## config.mk

```make
export PLATFORM = sky130hd
export DESIGN_NAME = button_hold_power_pulser_core
export DESIGN_NICKNAME = d
export VERILOG_FILES = /design/src/hdl/bhpp_pkg.sv /design/src/hdl/bhpp_cfg_regs.sv /design/src/hdl/bhpp_engine.sv /design/src/hdl/button_hold_power_pulser_core.sv
export SDC_FILE = /design/constraint.sdc
export NUM_CORES = 1
export LEC_CHECK = 0
export BUFFER_PORTS_ARGS = -buffer_cell sky130_fd_sc_hd__buf_4
export CORE_MARGIN = 5
export CORE_UTILIZATION = 60
export CTS_CLUSTER_SIZE = 8
export DETAILED_ROUTE_END_ITERATION = 8
export HOLD_SLACK_MARGIN = 0.06
export PLACE_DENSITY = 0.8
export SLEW_MARGIN = 0
export SYNTH_ARGS = -nofsm -noshare
export SYNTH_HDL_FRONTEND = slang
export SYNTH_HIERARCHICAL = 1
export SYNTH_SLANG_ARGS = --single-unit
```

## constraint.sdc

```tcl
create_clock -name aclk -period 4.6 [get_ports aclk]
set_input_delay 0.46 -clock aclk [delete_from_list [all_inputs] [get_ports aclk]]
set_output_delay 0.46 -clock aclk [all_outputs]
set_load 0.05 [all_outputs]
```

## src/hdl/bhpp_pkg.sv

```systemverilog
package bhpp_pkg;

    localparam int TIME_BITS_DEF   = 16;
    localparam int BUTTON_BITS_DEF = 32;

    localparam int FIELD_BITS  = 32;
    localparam int MS_BITS     = 16;
    localparam int CFG_IDX_W   = 4;
    localparam int CFG_DATA_W  = 32;
    localparam int S_TDATA_W   = 48;
    localparam int M_TDATA_W   = 8;

    localparam logic [CFG_IDX_W-1:0] REG_ENABLE       = 4'd0;
    localparam logic [CFG_IDX_W-1:0] REG_COMBO_MASK   = 4'd1;
    localparam logic [CFG_IDX_W-1:0] REG_SWITCH_MASK  = 4'd2;
    localparam logic [CFG_IDX_W-1:0] REG_SWITCH_HOLD  = 4'd3;
    localparam logic [CFG_IDX_W-1:0] REG_COMBO_HOLD   = 4'd4;
    localparam logic [CFG_IDX_W-1:0] REG_FORCE_HOLD   = 4'd5;
    localparam logic [CFG_IDX_W-1:0] REG_TOGGLE_PULSE = 4'd6;
    localparam logic [CFG_IDX_W-1:0] REG_FORCE_PULSE  = 4'd7;

    localparam logic REQ_TICK  = 1'b0;
    localparam logic REQ_PULSE = 1'b1;

    typedef struct packed {
        logic                  enable;
        logic [FIELD_BITS-1:0] combo_mask;
        logic [FIELD_BITS-1:0] switch_mask;
        logic [MS_BITS-1:0]    switch_hold_ms;
        logic [MS_BITS-1:0]    combo_hold_ms;
        logic [MS_BITS-1:0]    force_hold_ms;
        logic [MS_BITS-1:0]    toggle_pulse_ms;
        logic [MS_BITS-1:0]    force_pulse_ms;
    } cfg_t;

    typedef struct packed {
        logic pulsing;
        logic armed;
        logic power_out;
    } res_t;

endpackage

```

## src/hdl/bhpp_cfg_regs.sv

```systemverilog
module bhpp_cfg_regs
    import bhpp_pkg::*;
(
    input  logic                  aclk,
    input  logic                  aresetn,
    input  logic                  wr_en,
    input  logic [CFG_IDX_W-1:0]  wr_index,
    input  logic [CFG_DATA_W-1:0] wr_data,
    output cfg_t                  cfg
);

    cfg_t cfg_reg;
    cfg_t cfg_next;

    always_comb begin
        cfg_next = cfg_reg;
        if (wr_en) begin
            case (wr_index)
                REG_ENABLE:       cfg_next.enable          = wr_data[0];
                REG_COMBO_MASK:   cfg_next.combo_mask      = wr_data[FIELD_BITS-1:0];
                REG_SWITCH_MASK:  cfg_next.switch_mask     = wr_data[FIELD_BITS-1:0];
                REG_SWITCH_HOLD:  cfg_next.switch_hold_ms  = wr_data[MS_BITS-1:0];
                REG_COMBO_HOLD:   cfg_next.combo_hold_ms   = wr_data[MS_BITS-1:0];
                REG_FORCE_HOLD:   cfg_next.force_hold_ms   = wr_data[MS_BITS-1:0];
                REG_TOGGLE_PULSE: cfg_next.toggle_pulse_ms = wr_data[MS_BITS-1:0];
                REG_FORCE_PULSE:  cfg_next.force_pulse_ms  = wr_data[MS_BITS-1:0];
                default:          cfg_next = cfg_reg;
            endcase
        end
    end

    always_ff @(posedge aclk) begin
        if (!aresetn) begin
            cfg_reg <= '0;
        end else begin
            cfg_reg <= cfg_next;
        end
    end

    assign cfg = cfg_reg;

endmodule

```

## src/hdl/bhpp_engine.sv

```systemverilog
module bhpp_engine
    import bhpp_pkg::*;
#(
    parameter int TIME_BITS   = TIME_BITS_DEF,
    parameter int BUTTON_BITS = BUTTON_BITS_DEF
) (
    input  logic                  aclk,
    input  logic                  aresetn,
    input  logic                  commit,
    input  logic                  req_type,
    input  logic [FIELD_BITS-1:0] buttons,
    input  logic [MS_BITS-1:0]    press_length_ms,
    input  cfg_t                  cfg,
    output res_t                  res
);

    localparam int CMP_W = (TIME_BITS > MS_BITS) ? TIME_BITS : MS_BITS;
    localparam logic [TIME_BITS-1:0] TMAX = {TIME_BITS{1'b1}};

    logic                 hold_armed_reg, hold_armed_next;
    logic                 hold_by_switch_reg, hold_by_switch_next;
    logic [TIME_BITS-1:0] hold_elapsed_reg, hold_elapsed_next;
    logic                 pulse_active_reg, pulse_active_next;
    logic [TIME_BITS-1:0] pulse_elapsed_reg, pulse_elapsed_next;
    logic [MS_BITS-1:0]   pulse_length_reg, pulse_length_next;
    logic                 drive_level_reg, drive_level_next;

    logic [BUTTON_BITS-1:0] btn, cmask, smask;
    logic                   sw, held;
    logic [TIME_BITS-1:0]   hold_inc, pulse_inc;
    logic [MS_BITS-1:0]     toggle_limit;
    logic                   pulse_done, toggle_due, force_due;

    assign btn   = buttons[BUTTON_BITS-1:0];
    assign cmask = cfg.combo_mask[BUTTON_BITS-1:0];
    assign smask = cfg.switch_mask[BUTTON_BITS-1:0];
    assign sw    = |(btn & smask);
    assign held  = ((btn & cmask) == cmask) || sw;

    // saturating increments
    assign hold_inc  = (hold_elapsed_reg == TMAX) ? TMAX : hold_elapsed_reg + 1'b1;
    assign pulse_inc = (pulse_elapsed_reg == TMAX) ? TMAX : pulse_elapsed_reg + 1'b1;

    assign toggle_limit = hold_by_switch_reg ? cfg.switch_hold_ms : cfg.combo_hold_ms;

    // a saturated counter has reached any limit
    assign pulse_done = (CMP_W'(pulse_inc) >= CMP_W'(pulse_length_reg)) || (pulse_inc == TMAX);
    assign toggle_due = (CMP_W'(hold_inc) >= CMP_W'(toggle_limit)) || (hold_inc == TMAX);
    assign force_due  = (CMP_W'(hold_inc) >= CMP_W'(cfg.force_hold_ms)) || (hold_inc == TMAX);

    always_comb begin
        hold_armed_next     = hold_armed_reg;
        hold_by_switch_next = hold_by_switch_reg;
        hold_elapsed_next   = hold_elapsed_reg;
        pulse_active_next   = pulse_active_reg;
        pulse_elapsed_next  = pulse_elapsed_reg;
        pulse_length_next   = pulse_length_reg;
        drive_level_next    = drive_level_reg;

        if (cfg.enable) begin
            if (req_type == REQ_PULSE) begin
                if (!pulse_active_reg) begin
                    pulse_active_next  = 1'b1;
                    hold_armed_next    = 1'b0;
                    drive_level_next   = 1'b1;
                    pulse_elapsed_next = '0;
                    pulse_length_next  = press_length_ms;
                end
            end else if (pulse_active_reg) begin
                pulse_elapsed_next = pulse_inc;
                if (pulse_done) begin
                    drive_level_next  = 1'b0;
                    hold_armed_next   = 1'b0;
                    pulse_active_next = 1'b0;
                end
            end else if (!held) begin
                hold_armed_next = 1'b0;
                if (hold_armed_reg) begin
                    hold_elapsed_next = hold_inc;
                    if (toggle_due) begin
                        pulse_active_next  = 1'b1;
                        drive_level_next   = 1'b1;
                        pulse_elapsed_next = '0;
                        pulse_length_next  = cfg.toggle_pulse_ms;
                    end
                end
            end else if (!hold_armed_reg) begin
                hold_armed_next     = 1'b1;
                hold_by_switch_next = sw;
                hold_elapsed_next   = '0;
            end else begin
                hold_elapsed_next = hold_inc;
                if (force_due) begin
                    pulse_active_next  = 1'b1;
                    hold_armed_next    = 1'b0;
                    drive_level_next   = 1'b1;
                    pulse_elapsed_next = '0;
                    pulse_length_next  = cfg.force_pulse_ms;
                end
            end
        end
    end

    always_ff @(posedge aclk) begin
        if (!aresetn) begin
            hold_armed_reg     <= 1'b0;
            hold_by_switch_reg <= 1'b0;
            hold_elapsed_reg   <= '0;
            pulse_active_reg   <= 1'b0;
            pulse_elapsed_reg  <= '0;
            pulse_length_reg   <= '0;
            drive_level_reg    <= 1'b0;
        end else if (commit) begin
            hold_armed_reg     <= hold_armed_next;
            hold_by_switch_reg <= hold_by_switch_next;
            hold_elapsed_reg   <= hold_elapsed_next;
            pulse_active_reg   <= pulse_active_next;
            pulse_elapsed_reg  <= pulse_elapsed_next;
            pulse_length_reg   <= pulse_length_next;
            drive_level_reg    <= drive_level_next;
        end
    end

    assign res.power_out = cfg.enable & drive_level_next;
    assign res.armed     = cfg.enable & hold_armed_next;
    assign res.pulsing   = cfg.enable & pulse_active_next;

endmodule

```

## src/hdl/button_hold_power_pulser_core.sv

```systemverilog
// Power-button pulser. Each input transfer is a 1 ms tick carrying the button
// bits (tuser = 0) or a direct pulse request (tuser = 1); every input transfer
// yields exactly one output transfer with the line level, armed and pulsing
// flags as they stand after that item. An item passes through an input
// register and then a result register, with the engine logic between them,
// so the block takes one item per clock when the output is not stalled; the
// output is driven from the result register. Configuration
// is written through the cfg_* channel (always ready) and must only change
// while the block is idle. Hold and pulse counters are TIME_BITS wide and
// saturate.
module button_hold_power_pulser_core
    import bhpp_pkg::*;
#(
    parameter int TIME_BITS   = TIME_BITS_DEF,
    parameter int BUTTON_BITS = BUTTON_BITS_DEF
) (
    input  logic                  aclk,
    input  logic                  aresetn,

    input  logic                  s_tvalid,
    output logic                  s_tready,
    input  logic [S_TDATA_W-1:0]  s_tdata,   // buttons[31:0], press_length_ms[47:32]
    input  logic                  s_tuser,   // req_type

    output logic                  m_tvalid,
    input  logic                  m_tready,
    output logic [M_TDATA_W-1:0]  m_tdata,   // power_out[0], armed[1], pulsing[2], zero pad

    input  logic                  cfg_valid,
    output logic                  cfg_ready,
    input  logic [CFG_IDX_W-1:0]  cfg_index,
    input  logic [CFG_DATA_W-1:0] cfg_data
);

    cfg_t cfg;
    res_t res;

    logic                  in_valid_reg, in_valid_next;
    logic                  in_type_reg;
    logic [FIELD_BITS-1:0] in_buttons_reg;
    logic [MS_BITS-1:0]    in_len_reg;
    logic                  m_valid_reg, m_valid_next;
    res_t                  m_res_reg;
    logic                  advance;

    assign cfg_ready = 1'b1;

    bhpp_cfg_regs u_cfg (
        .aclk     (aclk),
        .aresetn  (aresetn),
        .wr_en    (cfg_valid & cfg_ready),
        .wr_index (cfg_index),
        .wr_data  (cfg_data),
        .cfg      (cfg)
    );

    assign advance  = in_valid_reg && (!m_valid_reg || m_tready);
    assign s_tready = !in_valid_reg || advance;

    assign in_valid_next = s_tready ? s_tvalid : in_valid_reg;

    always_comb begin
        m_valid_next = m_valid_reg;
        if (advance) begin
            m_valid_next = 1'b1;
        end else if (m_tready) begin
            m_valid_next = 1'b0;
        end
    end

    bhpp_engine #(
        .TIME_BITS   (TIME_BITS),
        .BUTTON_BITS (BUTTON_BITS)
    ) u_engine (
        .aclk            (aclk),
        .aresetn         (aresetn),
        .commit          (advance),
        .req_type        (in_type_reg),
        .buttons         (in_buttons_reg),
        .press_length_ms (in_len_reg),
        .cfg             (cfg),
        .res             (res)
    );

    always_ff @(posedge aclk) begin
        if (!aresetn) begin
            in_valid_reg <= 1'b0;
            m_valid_reg  <= 1'b0;
        end else begin
            in_valid_reg <= in_valid_next;
            m_valid_reg  <= m_valid_next;
        end
    end

    always_ff @(posedge aclk) begin
        if (s_tvalid && s_tready) begin
            in_type_reg    <= s_tuser;
            in_buttons_reg <= s_tdata[FIELD_BITS-1:0];
            in_len_reg     <= s_tdata[FIELD_BITS+MS_BITS-1:FIELD_BITS];
        end
        if (advance) begin
            m_res_reg <= res;
        end
    end

    assign m_tvalid = m_valid_reg;
    assign m_tdata  = {{(M_TDATA_W-3){1'b0}}, m_res_reg.pulsing, m_res_reg.armed,
                       m_res_reg.power_out};

endmodule

```

==> results of run 1 <==
-- final cells by class --
type | count | area share, %
inverters | 51 | 1.380
clock buffers | 56 | 7.495
flip-flops and latches | 251 | 39.97
multi-input cells | 850 | 42.55
clock inverters | 2 | 0.2615
repair buffers | 107 | 5.907
well taps | 270 | 2.435
-- power by group --
part	switching [mW]	total (mW)	internal (mW)
Combinational	0.171	0.285	0.114
Sequential	0.0259	2.33	2.30
Clock	0.952	2.50	1.55
-- worst paths after layout --
path	startpoint	endpoint	slack, ns	cells past startpoint
worst max-delay path	u_engine/hold_elapsed_reg[0]$_SDFFE_PN0P_	u_engine/pulse_length_reg[11]$_SDFFE_PN0P_	0.49	15
worst min-delay path	s_tdata[40]	in_len_reg[8]$_DFFE_PP_	0.12	1
worst max register to register	u_engine/hold_elapsed_reg[0]$_SDFFE_PN0P_	u_engine/pulse_length_reg[11]$_SDFFE_PN0P_	0.49	15
worst min register to register	u_cfg/cfg[122]$_SDFFE_PN0P_	u_cfg/cfg[122]$_SDFFE_PN0P_	0.46	2
-- per-layer routing --
layer  part of all wire (%)  wire [um]  track usage, %
met5                      0          0               0
met4                    3.2        915           9.075
met3                    6.1       1727           4.771
met2                     47      13270           39.42
met1                     44      12410           31.32
-- cells by family (layout without fill, tap and decap cells) --
logic type	count (synthesis)	count (layout)
DFF	251	251
muxes	196	196
adders and majority gates	48	48
other	2	6
xor gates and xnor gates	14	14
and+or+nand+nor	425	425
AOI/OAI and AO/OA	161	161
buffers and inverters	126	216
-- Yosys cell counts, drive strengths merged, types with 3 or more instances --
cell type and instances:
or3 3, a22o 12, nand3b 5, edfxtp 52, nand2b 9, nor2b 29
a21oi 25, a31oi 7, a22oi 32, dfxtp 199, nand3 23, clkbuf 37
a21o 8, buf 38, nor2 35, nor4 5, nand4 27, mux2i 195
o21bai 3, o21ai 22, nand2 248, o21a 5, nand4b 4, o2111ai 3
and4 3, ha 48, and3 7, a2111oi 12, and2 7, nor3 9
nor3b 3, inv 49, xnor2 9, o211ai 19, xor2 5, or4 4
-- critical path: stages, from the launching register on --
cell and delay [ns]:
sky130_fd_sc_hd__dfxtp_1 0.47, sky130_fd_sc_hd__ha_1 0.28, sky130_fd_sc_hd__nand3_1 0.20, sky130_fd_sc_hd__or4_4 0.59, sky130_fd_sc_hd__nand2_1 0.19, sky130_fd_sc_hd__ha_1 0.27
sky130_fd_sc_hd__a211oi_1 0.25, sky130_fd_sc_hd__o22ai_1 0.12, sky130_fd_sc_hd__nor3_1 0.15, sky130_fd_sc_hd__o21bai_1 0.09, sky130_fd_sc_hd__a2111oi_0 0.37, sky130_fd_sc_hd__buf_4 0.19
sky130_fd_sc_hd__or2_1 0.11, sky130_fd_sc_hd__a311o_1 0.16, sky130_fd_sc_hd__buf_4 0.29, sky130_fd_sc_hd__mux2i_1 0.27
==> summary.txt, run 1 <==
TIMING
------------------------------------------------------------------------------------
Shortest period the worst path allows                                       4.110 ns
Number of hold violations in the final report                                      0
Post-route fraction of the period consumed by the critical path               89.35%
Maximum clock skew at final layout                                        0.01730 ns
Setup violation total in the final timing report                                   0
Worst slew slack as a fraction of its limit                                   21.94%
Unrepaired setup endpoints after global routing                                   no
Fin Hold WS                                                                0.1172 ns
Transition at the pin with the smallest max-transition slack                1.163 ns
Setup ws final                                                             0.4901 ns
Peak clock frequency supported by timing                                   243.3 MHz
Slew Viols, Final                                                                  0
Fin Setup TNS                                                                   0 ns

FINAL LAYOUT
------------------------------------------------------------------------------------
Most frequent cells in the layout                                       sky130_fd_sc_hd__nand2_1 (248), sky130_fd_sc_hd__dfxtp_1 (199), sky130_fd_sc_hd__mux2i_1 (195), sky130_fd_sc_hd__buf_4 (105), sky130_fd_sc_hd__edfxtp_1 (52)
Commonest non-fill, non-tap cell in the layout                          sky130_fd_sc_hd__nand2_1
Multi-input gate area                                                     5903 sq um
Max reg flops                                                                    145
Sequential cell area                                                      5545 sq um
Layout Nets                                                                     1436
Area added between synthesis and finish                                       14.13%
Utilization of the core after routing                                         69.01%
Antenna diode count                                                                0
Ratio of cells with drive above 1 in the final layout                         12.60%
Fin cells                                                                       1587
Number of inserted filler cells in the final layout                             1526
Finished Cell Area                                                       13870 sq um

GLOBAL ROUTING
------------------------------------------------------------------------------------
Pin count of the biggest net entering global routing                             218
Number of antenna violations at the first check in global routing                  0
Global routing usage summed across all routing layers                         23.94%
Overflow left after global routing                                                 0
Wire length of the first global-routing pass                                45.94 mm
Via count of the first global-routing pass                                      9021

DETAILED ROUTING
------------------------------------------------------------------------------------
Mean number of vias per cell                                                   5.720
Detail Route Antenna Nets                                                          0
Number of detailed-routing iterations run before antenna repair                    5
Drt drc                                                                            0
Post-detailed-routing wire length                                           28.32 mm
Routed wire length per instance                                             17.85 um
Total via count in the routed design                                            9077
First-iteration detailed-routing DRC count                                       661

FLOORPLANNING
------------------------------------------------------------------------------------
Die area                                                                 23210 sq um
Starting density of the core                                                  60.46%
Die span in y                                                               152.3 um
Cell Rows                                                                         52
Top-level I/O count                                                              101
Floorplan Core Area                                                      20100 sq um
X dimension of the die                                                      152.3 um

CLOCK TREE
------------------------------------------------------------------------------------
Hold_buf cts                                                                       0
Clock root buffer master                                                sky130_fd_sc_hd__clkbuf_16
TritonCTS buffer count                                                            37
Clock network latency to the later pin of the worst-skew pair                0.52 ns
CTS tree                                                                        done
Number of gates given a new drive strength after cts                               0
Htree depth                                                                        2
Number of sinks driven by the clock tree                                         251
Clock-pin transition on the worst setup and hold timing paths                0.05 ns
Worst-case clock buffer depth                                                      3
Number of setup buffers added after CTS                                            0

PLACE
------------------------------------------------------------------------------------
RD Place Congestion                                                           0.9302
Minimum setup slack after placement                                        0.5741 ns
Number of instances in the placed design                                        1529
Placed wire-length estimate after detailed placement                        19.23 mm
Number of buffer cells added on primary ports                                     94
Placed Area                                                              12800 sq um

YOSYS
------------------------------------------------------------------------------------
Mean instance size in the synthesized netlist                            9.939 sq um
Top cell type's share of synthesized area                                     32.77%
Fraction of the yosys area taken by sequential cells                          45.62%
Fraction of the mapped netlist area in adder cells                            4.941%
Prevailing post-synth register cell                                     sky130_fd_sc_hd__dfxtp_1
EDFF count, synth                                                                 52
Share of cell area taken by muxes after synthesis                             16.15%
Number of standard cells after synthesis                                        1223
Share of flip-flops with an asynchronous set or reset                             0%
Biggest area consumer among synthesized cells                           sky130_fd_sc_hd__dfxtp_1
Cell types with the largest area share after synthesis                  sky130_fd_sc_hd__dfxtp_1 (33%), sky130_fd_sc_hd__mux2i_1 (16%), sky130_fd_sc_hd__edfxtp_1 (13%)
Area fraction in and, or, nand and nor cells after synthesis                  16.80%
Synth unique cells                                                                68
Parity-gate share of the synthesized area counting xor and xnor cells         1.009%
Dominant combinational cell family by area after synthesis              simple AND/OR/NAND/NOR gates
Post-Syn Area                                                            12160 sq um
Flop and latch count out of synthesis                                            251
Synth warn                                                                         6
Fraction of the mapped netlist area in compound gates                         9.357%

PWR
------------------------------------------------------------------------------------
Power per Cell Area                                                     368.4 nW/um^2
Leakage                                                                     5.999 nW
Peak ir drop on the vdd network                                            0.3177 mV
Tot Pwr                                                                     5.111 mW

FLOW RUN
------------------------------------------------------------------------------------
MaxCap Viol Count                                                                  0

CRITICAL PATH
------------------------------------------------------------------------------------
Data required time of the critical path                                      5.03 ns
Category of the worst setup path launch point                                   flop
Critical path arrival                                                        4.54 ns
Critical Path Sink Type                                                         flop
Maximum fanout count along the critical path                                      19
Type of the setup path with the least slack                                  reg2reg

MIN PATH
------------------------------------------------------------------------------------
Kind of path behind the tightest hold check                                   in2reg

OUTCOME
------------------------------------------------------------------------------------
Outcome                                                                 finished, final reports clean

Power figures use the tool's default switching activity.
==> run 2: changes to the inputs <==
- ABC_AREA: default -> 1
- SLEW_MARGIN: 0 -> 20
==> run 2 against run 1 <==
- final cell count increased by 35%
- clock-buffer cell count increased by 1
- core utilization up 0.16 points
- area after synthesis increased by 5.9%
- highest routed layer unchanged
- flip-flop and latch count did not move
==> summary.txt, run 2 <==
CLOCK TREE
--------------------------------------------------------------------------------
Worst-case clock buffer depth                                                  3   unchanged
Clock network latency to the later pin of the worst-skew pair            0.51 ns   was 0.52 ns
Clock-pin transition on the worst setup and hold timing paths            0.05 ns   about the same
Htree depth                                                                    2   unchanged
CTS tree                                                                    done   unchanged
Clock root buffer master                                            sky130_fd_sc_hd__clkbuf_16   unchanged
Number of setup buffers added after CTS                                        0   unchanged
TritonCTS buffer count                                                        37   unchanged
Hold_buf cts                                                                   0   unchanged
Number of gates given a new drive strength after cts                           0   unchanged
Number of sinks driven by the clock tree                                     251   unchanged

FINAL LAYOUT
--------------------------------------------------------------------------------
Sequential cell area                                                  5545 sq um   unchanged
Number of inserted filler cells in the final layout                         1773   was 1526
Antenna diode count                                                            0   unchanged
Area added between synthesis and finish                                   13.28%   was 14.13%
Multi-input gate area                                                 6148 sq um   was 5903 sq um
Layout Nets                                                                 1993   was 1436
Max reg flops                                                                145   unchanged
Ratio of cells with drive above 1 in the final layout                     10.45%   was 12.60%
Commonest non-fill, non-tap cell in the layout                      sky130_fd_sc_hd__nand2_1   unchanged
Most frequent cells in the layout                                   sky130_fd_sc_hd__nand2_1 (458), sky130_fd_sc_hd__nor2_1 (361), sky130_fd_sc_hd__dfxtp_1 (199), sky130_fd_sc_hd__inv_1 (180), sky130_fd_sc_hd__nand3_1 (145)   was sky130_fd_sc_hd__nand2_1 (248), sky130_fd_sc_hd__dfxtp_1 (199), sky130_fd_sc_hd__mux2i_1 (195), sky130_fd_sc_hd__buf_4 (105), sky130_fd_sc_hd__edfxtp_1 (52)

FLOORPLANNING
--------------------------------------------------------------------------------
Top-level I/O count                                                          101   unchanged
Die span in y                                                           156.5 um   was 152.3 um
Starting density of the core                                              61.06%   was 60.46%
X dimension of the die                                                  156.5 um   was 152.3 um
Floorplan Core Area                                                  21090 sq um   was 20100 sq um
Die area                                                             24490 sq um   was 23210 sq um
Cell Rows                                                                     53   was 52

GLOBAL ROUTING
--------------------------------------------------------------------------------
Via count of the first global-routing pass                                11.00k   was 9021
Number of antenna violations at the first check in global routing              0   unchanged
Overflow left after global routing                                             0   unchanged
Global routing usage summed across all routing layers                     25.55%   was 23.94%
Pin count of the biggest net entering global routing                          84   was 218
Wire length of the first global-routing pass                            51.92 mm   was 45.94 mm

YOSYS
--------------------------------------------------------------------------------
Post-Syn Area                                                        12880 sq um   was 12160 sq um
Prevailing post-synth register cell                                 sky130_fd_sc_hd__dfxtp_1   unchanged
Top post-synthesis cells by count                                   sky130_fd_sc_hd__nand2_1 (458), sky130_fd_sc_hd__nor2_1 (363), sky130_fd_sc_hd__dfxtp_1 (199)   was sky130_fd_sc_hd__nand2_1 (248), sky130_fd_sc_hd__dfxtp_1 (199), sky130_fd_sc_hd__mux2i_1 (195)
Synth unique cells                                                            42   was 68
Cell types with the largest area share after synthesis              sky130_fd_sc_hd__dfxtp_1 (31%), sky130_fd_sc_hd__nand2_1 (13%), sky130_fd_sc_hd__edfxtp_1 (12%)   was sky130_fd_sc_hd__dfxtp_1 (33%), sky130_fd_sc_hd__mux2i_1 (16%), sky130_fd_sc_hd__edfxtp_1 (13%)
Share of flip-flops with an asynchronous set or reset                         0%   unchanged
Synth warn                                                                     6   unchanged
Top cell type's share of synthesized area                                 30.94%   was 32.77%
Number of standard cells after synthesis                                    1795   was 1223
Biggest area consumer among synthesized cells                       sky130_fd_sc_hd__dfxtp_1   unchanged
EDFF count, synth                                                             52   unchanged
Count leader, synth                                                 sky130_fd_sc_hd__nand2_1   unchanged
Flop and latch count out of synthesis                                        251   unchanged
Mean instance size in the synthesized netlist                        7.173 sq um   was 9.939 sq um
Fraction of the yosys area taken by sequential cells                      43.07%   was 45.62%

CRITICAL PATH
--------------------------------------------------------------------------------
Reg-to-Reg Start                                                    u_engine/hold_elapsed_reg[0]$_SDFFE_PN0P_   unchanged
Critical path arrival                                                    4.07 ns   was 4.54 ns
Type of the setup path with the least slack                              reg2reg   unchanged
Data required time of the critical path                                  5.01 ns   was 5.03 ns
Register-to-register setup slack                                         0.95 ns   was 0.49 ns
Ordered cell list for the critical path                             ha_1 -> nand2_2 -> nor2_4 -> nand2_2 -> inv_2 -> nand2_4 -> nand3_1 -> ha_1 -> a21oi_1 -> o21ai_0 -> a22oi_1 -> nand3_1 -> nor2_1 -> nand3_2 -> nand3_4 -> nand2_4 -> nand2_4 -> nand3_1 -> a21oi_1   was ha_1 -> nand3_1 -> or4_4 -> nand2_1 -> ha_1 -> a211oi_1 -> o22ai_1 -> nor3_1 -> o21bai_1 -> a2111oi_0 -> buf_4 -> or2_1 -> a311o_1 -> buf_4 -> mux2i_1
Slowest cell on crit path                                           sky130_fd_sc_hd__dfxtp_1   was sky130_fd_sc_hd__or4_4
Worst reg2reg endpoint                                              u_engine/pulse_elapsed_reg[3]$_SDFFE_PN0P_   was u_engine/pulse_length_reg[11]$_SDFFE_PN0P_
Category of the worst setup path launch point                               flop   unchanged
Worst path max stage delay                                               0.46 ns   was 0.59 ns
Depth of the worst register-to-register path                                  19   was 15
Maximum fanout count along the critical path                                  32   was 19
Critical Path Sink Type                                                     flop   unchanged

DETAILED ROUTING
--------------------------------------------------------------------------------
Detail Route Antenna Nets                                                      0   unchanged
Post-detailed-routing wire length                                       31.53 mm   was 28.32 mm
Drt drc                                                                        0   unchanged
Total via count in the routed design                                      11.50k   was 9077
Routed wire length per instance                                         14.67 um   was 17.85 um
Number of detailed-routing iterations run before antenna repair                5   unchanged
Mean number of vias per cell                                               5.350   was 5.720
First-iteration detailed-routing DRC count                                   951   was 661

TIMING
--------------------------------------------------------------------------------
Unrepaired setup endpoints after global routing                               no   unchanged
Setup violation total in the final timing report                               0   unchanged
Setup ws final                                                         0.9457 ns   was 0.4901 ns
Fin Setup TNS                                                               0 ns   unchanged
Post-route fraction of the period consumed by the critical path           79.44%   was 89.35%
Peak clock frequency supported by timing                               273.7 MHz   was 243.3 MHz
Transition at the pin with the smallest max-transition slack            1.007 ns   was 1.163 ns
Maximum clock skew at final layout                                    0.01646 ns   was 0.01730 ns
Number of hold violations in the final report                                  0   unchanged
Slew Viols, Final                                                              0   unchanged
Shortest period the worst path allows                                   3.654 ns   was 4.110 ns
Worst slew slack as a fraction of its limit                               32.47%   was 21.94%

PLACE
--------------------------------------------------------------------------------
Placed wire-length estimate after detailed placement                    21.02 mm   was 19.23 mm
Number of buffer cells added on primary ports                                 94   unchanged
RD Place Congestion                                                       0.8869   was 0.9302
Minimum setup slack after placement                                     1.056 ns   was 0.5741 ns

FLOW RUN
--------------------------------------------------------------------------------
MaxCap Viol Count                                                              0   unchanged

PWR
--------------------------------------------------------------------------------
Leakage                                                                 6.184 nW   was 5.999 nW
Power per Cell Area                                                 358.9 nW/um^2   was 368.4 nW/um^2
Internal Pwr Total                                                      3.996 mW   was 3.963 mW
Peak ir drop on the vdd network                                        0.3479 mV   was 0.3177 mV
Combinational share of power                                                7.5%   was 5.6%
Switching power                                                         1.240 mW   was 1.148 mW
Switching part of the total                                               23.68%   was 22.47%
Share of total power in sequential cells                                   44.8%   was 45.5%
Clock network power share                                                  47.7%   was 48.9%

MIN PATH
--------------------------------------------------------------------------------
Worst-case hold path end point                                      in_buttons_reg[24]$_DFFE_PP_   was in_len_reg[8]$_DFFE_PP_
Kind of path behind the tightest hold check                               in2reg   unchanged
Hold Path Cell Cnt                                                             1   unchanged
Startpoint of the most critical hold path                            s_tdata[24]   was s_tdata[40]

OUTCOME
--------------------------------------------------------------------------------
Outcome                                                             finished, final reports clean   unchanged

## run 2: cell count changes after synthesis, moves of 26 or more
cell	delta
sky130_fd_sc_hd__a22oi_1	-31
sky130_fd_sc_hd__nand3_1	+122
sky130_fd_sc_hd__a21oi_1	+42
sky130_fd_sc_hd__nand4_1	+26
sky130_fd_sc_hd__nor2_1	+329
sky130_fd_sc_hd__mux2i_1	-180
sky130_fd_sc_hd__inv_1	+132
sky130_fd_sc_hd__nand2_1	+210
sky130_fd_sc_hd__nor2b_1	-28
## run 2: kinds of logic (layout without fill, tap and decap cells)
group | Yosys count | after routing | share of synthesized area (%)
and+or+nand+nor | 1058 | 1058 | 34.75
adders and majority gates | 48 | 48 | 4.664
buffers and inverters | 272 | 348 | 9.338
AOI/OAI and AO/OA | 143 | 143 | 6.549
xor gates and xnor gates | 6 | 6 | 0.4081
muxes | 15 | 15 | 1.166
other | 2 | 6 | 0.05833
DFF | 251 | 251 | 43.07
## run 2: cell type report
class | count | share of cell area, %
clock inverters | 2 | 0.2488
flip-flops and latches | 251 | 38.02
repair buffers | 102 | 5.250
clock buffers | 57 | 7.154
well taps | 275 | 2.359
inverters | 187 | 4.821
multi-input cells | 1276 | 42.15
## run 2: worst max path at each step
stage	depth (start not counted)	start	slack [ns]	end
after floorplan	23	u_engine/hold_elapsed_reg[0]$_SDFFE_PN0P_	1.65	u_engine/pulse_elapsed_reg[11]$_SDFFE_PN0P_
after detailed placement	21	u_engine/hold_elapsed_reg[0]$_SDFFE_PN0P_	1.06	u_engine/pulse_elapsed_reg[12]$_SDFFE_PN0P_
final	19	u_engine/hold_elapsed_reg[0]$_SDFFE_PN0P_	0.95	u_engine/pulse_elapsed_reg[3]$_SDFFE_PN0P_
after global placement	21	u_engine/hold_elapsed_reg[0]$_SDFFE_PN0P_	1.21	u_engine/pulse_elapsed_reg[12]$_SDFFE_PN0P_
after global routing	21	u_engine/hold_elapsed_reg[0]$_SDFFE_PN0P_	0.61	u_engine/pulse_elapsed_reg[0]$_SDFFE_PN0P_
after CTS	21	u_engine/hold_elapsed_reg[0]$_SDFFE_PN0P_	0.98	u_engine/pulse_elapsed_reg[3]$_SDFFE_PN0P_
## run 2: metal layers
layer	vias to the layer above	share of wire (%)	global-route usage, %
met3	78	6.9	4.674
met1	5220	43	32.86
met5	-	0	0
met4	0	4.0	10.99
li1	5827	-	-
met2	378	47	42.29
## run 2: metrics by stage
step           instances  hold WS [ns]  util, %  power (mW)  area, sq um
3_3_place_gp        2091        0.4544    64.02       2.763        13500
5_1_grt             2150        0.1070    69.17       5.420        14590
6_report            2150        0.1195    69.17       5.236        14590
2_1_floorplan       1799        0.4406        -       2.636        12890
3_5_place_dp        2091        0.4557    64.02       2.772        13500
4_1_cts             2150       0.09752    69.14       5.274        14580
## run 2: critical path, delay by kind of cell, from the launching register on
| kind | cells | cell delay (ns) |
|---|---|---|
| AOI/OAI and AO/OA | 4 | 0.55 |
| adders and majority gates | 2 | 0.56 |
| buffers and inverters | 1 | 0.08 |
| DFF | 1 | 0.46 |
| and+or+nand+nor | 12 | 1.89 |
## run 2: power by group through the flow
stage | Combinational, mW | Clock (mW) | Sequential [mW]
2_1_floorplan | 0.257 | 0 | 2.38
3_3_place_gp | 0.380 | 0 | 2.38
3_5_place_dp | 0.387 | 0 | 2.39
4_1_cts | 0.391 | 2.54 | 2.34
5_1_grt | 0.436 | 2.64 | 2.35
6_report | 0.393 | 2.50 | 2.34
==> run 3: changes to the inputs <==
- clock period: 4.6 -> 3.75 ns (I/O delays scaled with it)
==> run 3 against run 2 <==
- routed wire length increased by 2.2%
- core utilization increased by 2.7 points
- global-route usage increased by 0.73 points
==> summary.txt, run 3 (synthesis gave the netlist of run 2 again) <==
PLACE
--------------------------------------------------------------------------------
RD Place Congestion                                                       0.9063   was 0.8869
Number of buffer cells added on primary ports                                 94   unchanged
Placed wire-length estimate after detailed placement                    21.02 mm   about the same
Number of instances in the placed design                                    2097   was 2091
Placed Area                                                          13550 sq um   was 13500 sq um

DETAILED ROUTING
--------------------------------------------------------------------------------
Detail Route Antenna Nets                                                      0   unchanged
Number of detailed-routing iterations run before antenna repair                5   unchanged
Drt drc                                                                        0   unchanged
Routed wire length per instance                                         14.61 um   was 14.67 um
Post-detailed-routing wire length                                       32.24 mm   was 31.53 mm
Total via count in the routed design                                      11.73k   was 11.50k
First-iteration detailed-routing DRC count                                   937   was 951
Mean number of vias per cell                                               5.315   was 5.350

CRITICAL PATH
--------------------------------------------------------------------------------
Reg-to-Reg Start                                                    u_engine/hold_elapsed_reg[0]$_SDFFE_PN0P_   unchanged
Critical Path Sink Type                                                     flop   unchanged
Data required time of the critical path                                  4.19 ns   was 5.01 ns
Category of the worst setup path launch point                               flop   unchanged
Critical path arrival                                                    3.72 ns   was 4.07 ns
Type of the setup path with the least slack                              reg2reg   unchanged
Launch point of the critical path                                   u_engine/hold_elapsed_reg[0]$_SDFFE_PN0P_   unchanged
Maximum fanout count along the critical path                                  18   was 32

GLOBAL ROUTING
--------------------------------------------------------------------------------
Global routing usage summed across all routing layers                     26.28%   was 25.55%
Wire length of the first global-routing pass                            53.17 mm   was 51.92 mm
Via count of the first global-routing pass                                11.07k   was 11.00k
Number of antenna violations at the first check in global routing              0   unchanged
Overflow left after global routing                                             0   unchanged
Pin count of the biggest net entering global routing                          73   was 84

CLOCK TREE
--------------------------------------------------------------------------------
TritonCTS buffer count                                                        37   unchanged
Clock network latency to the later pin of the worst-skew pair            0.53 ns   was 0.51 ns
Number of sinks driven by the clock tree                                     251   unchanged
Htree depth                                                                    2   unchanged
Clock-pin transition on the worst setup and hold timing paths            0.05 ns   about the same
CTS tree                                                                    done   unchanged
Clock root buffer master                                            sky130_fd_sc_hd__clkbuf_16   unchanged
Worst-case clock buffer depth                                                  3   unchanged

FINAL LAYOUT
--------------------------------------------------------------------------------
Ratio of cells with drive above 1 in the final layout                     10.51%   was 10.45%
Number of inserted filler cells in the final layout                         1685   was 1773
Finished Cell Area                                                   15150 sq um   was 14590 sq um
Multi-input gate area                                                 6175 sq um   was 6148 sq um
Fin cells                                                                   2206   was 2150
Utilization of the core after routing                                     71.84%   was 69.17%
Sequential cell area                                                  5547 sq um   was 5545 sq um
Most frequent cells in the layout                                   sky130_fd_sc_hd__nand2_1 (458), sky130_fd_sc_hd__nor2_1 (362), sky130_fd_sc_hd__dfxtp_1 (198), sky130_fd_sc_hd__inv_1 (180), sky130_fd_sc_hd__nand3_1 (145)   was sky130_fd_sc_hd__nand2_1 (458), sky130_fd_sc_hd__nor2_1 (361), sky130_fd_sc_hd__dfxtp_1 (199), sky130_fd_sc_hd__inv_1 (180), sky130_fd_sc_hd__nand3_1 (145)
Max reg flops                                                                145   unchanged
Layout Nets                                                                 2049   was 1993
Area added between synthesis and finish                                   17.66%   was 13.28%
Commonest non-fill, non-tap cell in the layout                      sky130_fd_sc_hd__nand2_1   unchanged
Antenna diode count                                                            0   unchanged

TIMING
--------------------------------------------------------------------------------
Transition at the pin with the smallest max-transition slack           0.9029 ns   was 1.007 ns
Worst slew slack as a fraction of its limit                               39.81%   was 32.47%
Fin Setup TNS                                                               0 ns   unchanged
Slew Viols, Final                                                              0   unchanged
Peak clock frequency supported by timing                               304.5 MHz   was 273.7 MHz
Post-route fraction of the period consumed by the critical path           87.57%   was 79.44%
Fin Hold WS                                                           0.08640 ns   was 0.1195 ns
Shortest period the worst path allows                                   3.284 ns   was 3.654 ns
Maximum clock skew at final layout                                    0.02204 ns   was 0.01646 ns
Number of hold violations in the final report                                  0   unchanged
Setup violation total in the final timing report                               0   unchanged
Unrepaired setup endpoints after global routing                               no   unchanged

MIN PATH
--------------------------------------------------------------------------------
Kind of path behind the tightest hold check                               in2reg   unchanged
Startpoint of the most critical hold path                            cfg_data[5]   was s_tdata[24]

OUTCOME
--------------------------------------------------------------------------------
Outcome                                                             finished, final reports clean   unchanged

PWR
--------------------------------------------------------------------------------
Peak ir drop on the vdd network                                        0.3909 mV   was 0.3479 mV
Power per Cell Area                                                 428.2 nW/um^2   was 358.9 nW/um^2
Leakage                                                                 6.416 nW   was 6.184 nW

FLOORPLANNING
--------------------------------------------------------------------------------
Cell Rows                                                                     53   unchanged
X dimension of the die                                                  156.5 um   unchanged
Floorplan Core Area                                                  21090 sq um   unchanged
Die span in y                                                           156.5 um   unchanged
Starting density of the core                                              61.06%   unchanged
Top-level I/O count                                                          101   unchanged
Die area                                                             24490 sq um   unchanged

FLOW RUN
--------------------------------------------------------------------------------
MaxCap Viol Count                                                              0   unchanged

## run 3: cell count changes in the layout (fill, tap and decap cells not counted)
cell	delta
sky130_fd_sc_hd__dlygate4sd3_1	+49
sky130_fd_sc_hd__buf_4	+6
sky130_fd_sc_hd__nand2_8	+2
sky130_fd_sc_hd__dfxtp_1	-1
sky130_fd_sc_hd__dfxtp_2	+1
sky130_fd_sc_hd__nand2_4	-1
sky130_fd_sc_hd__nor2_1	+1
sky130_fd_sc_hd__nor2_2	-1
## run 3: where the power goes
part | total (mW) | switching, mW | internal [mW] | leakage, nW
sequential | 2.88 | 0.0383 | 2.84 | 2.12
clock | 3.08 | 1.18 | 1.91 | 0.519
combinational | 0.531 | 0.334 | 0.197 | 3.78
total | 6.49 | 1.55 | 4.94 | 6.42
## run 3: per-layer routing
layer	vias up	wire length [um]	track usage (%)	share of wire, %
met3	58	2043	4.065	6.3
met1	5355	13850	34.15	43
li1	5940	-	-	-
met5	-	0	0	0
met2	372	15530	45.38	48
met4	0	823	7.810	2.6
## run 3: area by class of cell
cell class / count / share of cell area (%)
multi-input cells: 1277 / 40.76
well taps: 275 / 2.271
flip-flops and latches: 251 / 36.61
inverters: 187 / 4.642
clock inverters: 2 / 0.2395
repair buffers: 157 / 8.589
clock buffers: 57 / 6.888
## run 3: final timing paths
| kind | end | slack (ns) | cells past startpoint |
|---|---|---|---|
| hold / removal | u_cfg/cfg[69]$_SDFFE_PN0P_ | 0.09 | 3 |
| setup / recovery | u_engine/pulse_elapsed_reg[0]$_SDFFE_PN0P_ | 0.47 | 21 |
| hold reg to reg | u_engine/pulse_length_reg[13]$_SDFFE_PN0P_ | 0.46 | 2 |
| setup reg to reg | u_engine/pulse_elapsed_reg[0]$_SDFFE_PN0P_ | 0.47 | 21 |
## run 3: critical path: stages, from the launching register on
cell                      delay, ns
sky130_fd_sc_hd__dfxtp_2       0.40
sky130_fd_sc_hd__ha_1          0.25
sky130_fd_sc_hd__nand2_2       0.09
sky130_fd_sc_hd__nor2_4        0.16
sky130_fd_sc_hd__nand2_2       0.10
sky130_fd_sc_hd__inv_2         0.08
sky130_fd_sc_hd__nand2_4       0.12
sky130_fd_sc_hd__nand3_1       0.22
sky130_fd_sc_hd__ha_1          0.28
sky130_fd_sc_hd__nand2_1       0.10
sky130_fd_sc_hd__inv_1         0.05
sky130_fd_sc_hd__nand3_1       0.08
sky130_fd_sc_hd__inv_1         0.04
sky130_fd_sc_hd__a22oi_1       0.18
sky130_fd_sc_hd__nand3_1       0.10
sky130_fd_sc_hd__nor2_1        0.14
sky130_fd_sc_hd__nand3_2       0.12
sky130_fd_sc_hd__nand3_4       0.09
sky130_fd_sc_hd__nand2_4       0.17
sky130_fd_sc_hd__nand2_8       0.20
sky130_fd_sc_hd__nand3_1       0.09
sky130_fd_sc_hd__a21oi_1       0.14
## run 3: stage by stage
stage	setup slack (ns)	power, mW
after floorplan	0.8017	3.233
after detailed placement	0.2196	3.403
final	0.4662	6.487
after global routing	0.09164	6.708
after global placement	0.3928	3.395
after CTS	0.1782	6.520
## run 3: what timing repair did
| action | CTS | global route |
|---|---|---|
| setup endpoints to repair | 0 | 34 |
| hold buffers | 49 | 0 |
| hold endpoints to repair | 49 | 0 |
| gates resized for setup | 0 | 4 |
| buffers inserted | 0 | 0 |
